`src/rtl/core/spt_pkg.sv`:
```
`default_nettype none
// ---------------------------------------------------------------------------
// spt_pkg
// Shared types, widths and codes for the shortest path tree core.
// ---------------------------------------------------------------------------
package spt_pkg;

    localparam int MAX_VERTICES = 1024;
    localparam int MAX_EDGES    = 4096;

    localparam int VTX_W  = 10;
    localparam int EDGE_W = 12;
    localparam int VCNT_W = 11;
    localparam int ECNT_W = 13;
    localparam int WGT_W  = 32;
    localparam int DIST_W = 48;

    localparam logic [1:0] CMD_LOAD  = 2'd0;
    localparam logic [1:0] CMD_RUN   = 2'd1;
    localparam logic [1:0] CMD_QUERY = 2'd2;

    localparam logic [1:0] ST_OK      = 2'd0;
    localparam logic [1:0] ST_RANGE   = 2'd1;
    localparam logic [1:0] ST_NEGLOOP = 2'd2;

    localparam logic [1:0] KIND_PARENT = 2'd0;
    localparam logic [1:0] KIND_SOURCE = 2'd1;
    localparam logic [1:0] KIND_NONE   = 2'd2;

    localparam logic [1:0] MODE_FWD = 2'd0;
    localparam logic [1:0] MODE_REV = 2'd1;

    localparam logic [1:0] REG_VCOUNT = 2'd0;
    localparam logic [1:0] REG_ECOUNT = 2'd1;
    localparam logic [1:0] REG_DIR    = 2'd2;

    typedef enum logic [0:0] {
        ALU_ADD = 1'b0,
        ALU_GT  = 1'b1
    } t_alu_op;

    typedef struct packed {
        logic signed [DIST_W-1:0] vdist;
        logic                     reached;
        logic [ECNT_W-1:0]        parent;
        logic                     clean;
        logic [VCNT_W-1:0]        tq;
    } t_vstate;

    typedef struct packed {
        logic [VTX_W-1:0]        from;
        logic [VTX_W-1:0]        to;
        logic signed [WGT_W-1:0] weight;
    } t_edge;

    typedef struct packed {
        logic clr_we;
        logic init;
        logic push;
        logic pop;
        logic flush;
    } t_fifo_ctl;

    typedef struct packed {
        logic [1:0]               status;
        logic signed [DIST_W-1:0] distance;
        logic                     reachable;
        logic [1:0]               parent_kind;
        logic [VTX_W-1:0]         parent_vertex;
        logic [EDGE_W-1:0]        inbound_edge;
    } t_result;

endpackage
`default_nettype wire

```
`src/rtl/core/spt_alu.sv`:
```
`default_nettype none
// ---------------------------------------------------------------------------
// spt_alu
// Shared distance unit: saturating 48-bit add or signed greater-than.
// ---------------------------------------------------------------------------
module spt_alu import spt_pkg::*; (
    input  t_alu_op                  i_op,
    input  logic signed [DIST_W-1:0] i_a,
    input  logic signed [DIST_W-1:0] i_b,
    output logic signed [DIST_W-1:0] o_y
);

    logic signed [DIST_W:0] sum;

    always_comb begin
        sum = {i_a[DIST_W-1], i_a} + {i_b[DIST_W-1], i_b};
        unique case (i_op)
            ALU_ADD: begin
                if (sum[DIST_W] != sum[DIST_W-1]) begin
                    o_y = sum[DIST_W] ? {1'b1, {(DIST_W-1){1'b0}}}
                                      : {1'b0, {(DIST_W-1){1'b1}}};
                end else begin
                    o_y = sum[DIST_W-1:0];
                end
            end
            ALU_GT: begin
                o_y = {{(DIST_W-1){1'b0}}, (i_a > i_b)};
            end
            default: o_y = '0;
        endcase
    end

endmodule
`default_nettype wire

```
`config.mk`:
```
export PLATFORM = sky130hd
export DESIGN_NAME = spt_alu
export DESIGN_NICKNAME = d
export VERILOG_FILES = /design/src/rtl/core/spt_pkg.sv /design/src/rtl/core/spt_alu.sv
export SDC_FILE = /design/constraint.sdc
export NUM_CORES = 1
export LEC_CHECK = 0
export ABC_CLOCK_PERIOD_IN_PS = 7700
export BUFFER_PORTS_ARGS = -buffer_cell sky130_fd_sc_hd__buf_2
export CORE_UTILIZATION = 60
export DETAILED_ROUTE_END_ITERATION = 10
export GPL_TIMING_DRIVEN = 0
export PLACE_DENSITY = 0.93
export SLEW_MARGIN = 20
export SYNTH_ARGS = -nofsm -noshare
export SYNTH_HDL_FRONTEND = slang
export SYNTH_SLANG_ARGS = --single-unit
export TNS_END_PERCENT = 1
```
`constraint.sdc`:
```
create_clock -name vclk -period 7.7
set_input_delay 1.54 -clock vclk [all_inputs]
set_output_delay 1.54 -clock vclk [all_outputs]
set_load 0.02 [all_outputs]
```
==> out/results.ini <==
[outcome]
status = complete, no violations

[worst_setup_path]
crit_fanout = 3
arrival_ns = 5.57
required_ns = 6.16
endpoint_kind = output pin
crit_type = input pin to output pin
start_kind = input pin

[timing]
drv_slew = 0
min_period_ns = 7.11
rsz0062_at_grt = false
setup_viol = 0
min_period_over_period = 0.923
slew-limit-headroom = 0.516
fmax_ghz = 0.141
finalSetupTns_ns = 0
hold_violations = 0
worst_pin_slew_ns = 0.727

[floorplan]
die_y_um = 91.4
core_sq_um = 7730
io_pins = 145
fp.dieArea_sq_um = 8350
die_w_um = 91.4
row_count = 32
start_util = 0.620

[global_route]
grt_pass1_wl_um = 22300
grt_overflow_total = 0
antenna_found_initial = 0
grtUsageTotal = 0.310
grt_pass1_vias = 5146
grt_max_degree = 11

[logic_synthesis]
synthCells = 657
avgSynthCellArea_sq_um = 7.29
synth_fp_nets = 851
ys_warn_count = 0
yosysSeqAreaShare = 0
ys_types = 66
synth_area_sq_um = 4790

[power]
peakVddDrop_mv = 0.0606
p_leak_nw = 2.74
power_density_nw_per_um2 = 105

[final_layout]
layout_commonest_cell = buf_2
drive_above_1_share = 0.279
nFillCells = 644
seq_cells = 0
mostFrequentLayoutCells = buf_2 (151), ha_1 (96), inv_1 (86)
antenna_cells = 0
syn_to_final_growth_pct = 17.8
multi_input_area_sq_um = 4260
nets = 998
nClkBuffers = 0
seq_area_sq_um = 0
fin_area_sq_um = 5640

[placed_design]
place_hpwl_um = 11600
dpl_cell_area_sq_um = 5640
port_buffers = 145
gp_congestion = 0.935

[clock_network]
cts_hold_buffers = 0
cts_resized = 0
post-cts-setup-buffers = 0

[run]
maxCapViolCount = 0

[hold_path]
hold_class = input pin to output pin
hold_depth = 4
worstHoldStart = i_op
hold-path-endpoint = o_y[0]

[drt]
drc = 0
vias_per_cell = 6.10
drt_pass1_iterations = 5
drtIter0Drc = 290
wire_per_inst_um = 15.0
drtAntennaViolNets = 0
routed_wl_um = 13600
vias = 5512

[cells by family after synthesis]
group / Yosys count / synth area share
AOI/OAI and AO/OA: 231 / 0.372
xor gates and xnor gates: 46 / 0.0857
adders and majority gates: 98 / 0.257
buffers and inverters: 121 / 0.111
muxes: 2 / 0.00679
and+or+nand+nor: 159 / 0.167
[how the worst max path moves through the flow]
stage                start       to  slack [ns]  cells past startpoint
floorplan           i_a[0]   o_y[0]        1.54                     12
detailed placement  i_a[0]  o_y[46]        0.74                     14
CTS                 i_a[0]  o_y[46]        0.72                     14
finish              i_a[0]  o_y[46]        0.59                     14
global placement    i_a[0]  o_y[46]        0.84                     14
global route        i_a[0]  o_y[46]        0.46                     14
[routing by layer]
layer	up-vias	part of all wire	global-route usage
met2	277	0.49	0.575
met1	2531	0.41	0.376
met4	0	0.028	0.0966
met3	45	0.067	0.0260
met5	-	0	0
li1	2659	-	-
[cell usage after synthesis, types with 4 or more instances]
cell	count	area, sq um
xnor2_1	44	385
nor4_1	14	87.6
nand2_1	13	48.8
inv_1	86	323
nor2b_1	11	68.8
or4_1	4	30.0
o21ai_0	24	120
nor2_1	60	225
a211oi_1	10	75.1
nor3_1	12	60.1
a21oi_1	73	365
a31oi_1	6	37.5
or3_1	4	25.0
o31ai_1	17	128
clkbuf_1	14	52.6
nand4_1	15	93.8
o21bai_1	15	113
nand2b_1	9	56.3
buf_2	6	30.0
buf_6	8	90.1
a211oi_2	40	500
o21a_1	4	30.0
ha_1	96	1200
nand3_1	8	40.0
inv_2	4	15.0
[worst max-delay path, stage by stage]
cell	delay (ns)
buf_2	0.11
ha_1	0.22
fa_1	0.41
nor2b_1	0.16
o211ai_1	0.28
a31oi_1	0.21
o311ai_1	0.65
a21oi_1	0.27
a211oi_1	0.56
o22ai_1	0.29
a21oi_1	0.26
xnor2_1	0.11
a211oi_2	0.27
buf_2	0.21
[metrics by stage]
step / std cells / hold WS, ns / power (mW) / utilization / worst slack, ns
2_1_floorplan: 657 / 3.50 / 0.426 / - / 1.54
3_3_place_gp: 904 / 3.69 / 0.563 / 0.730 / 0.843
3_5_place_dp: 904 / 3.73 / 0.579 / 0.730 / 0.744
4_1_cts: 904 / 3.73 / 0.582 / 0.730 / 0.724
5_1_grt: 904 / 3.75 / 0.634 / 0.730 / 0.463
6_report: 904 / 3.71 / 0.590 / 0.730 / 0.594
[area by class of cell]
cell class,count,share of cell area
multi-input cells,536,0.755
repair buffers,145,0.129
plain buffers,31,0.0341
inverters,90,0.0599
well taps,102,0.0226
[power by group]
part / internal, mW / switching [mW] / total [mW]
logic: 0.227 / 0.363 / 0.590
registers: 0 / 0 / 0
clock network: 0 / 0 / 0
total: 0.227 / 0.363 / 0.590
Power figures use the tool's default switching activity.
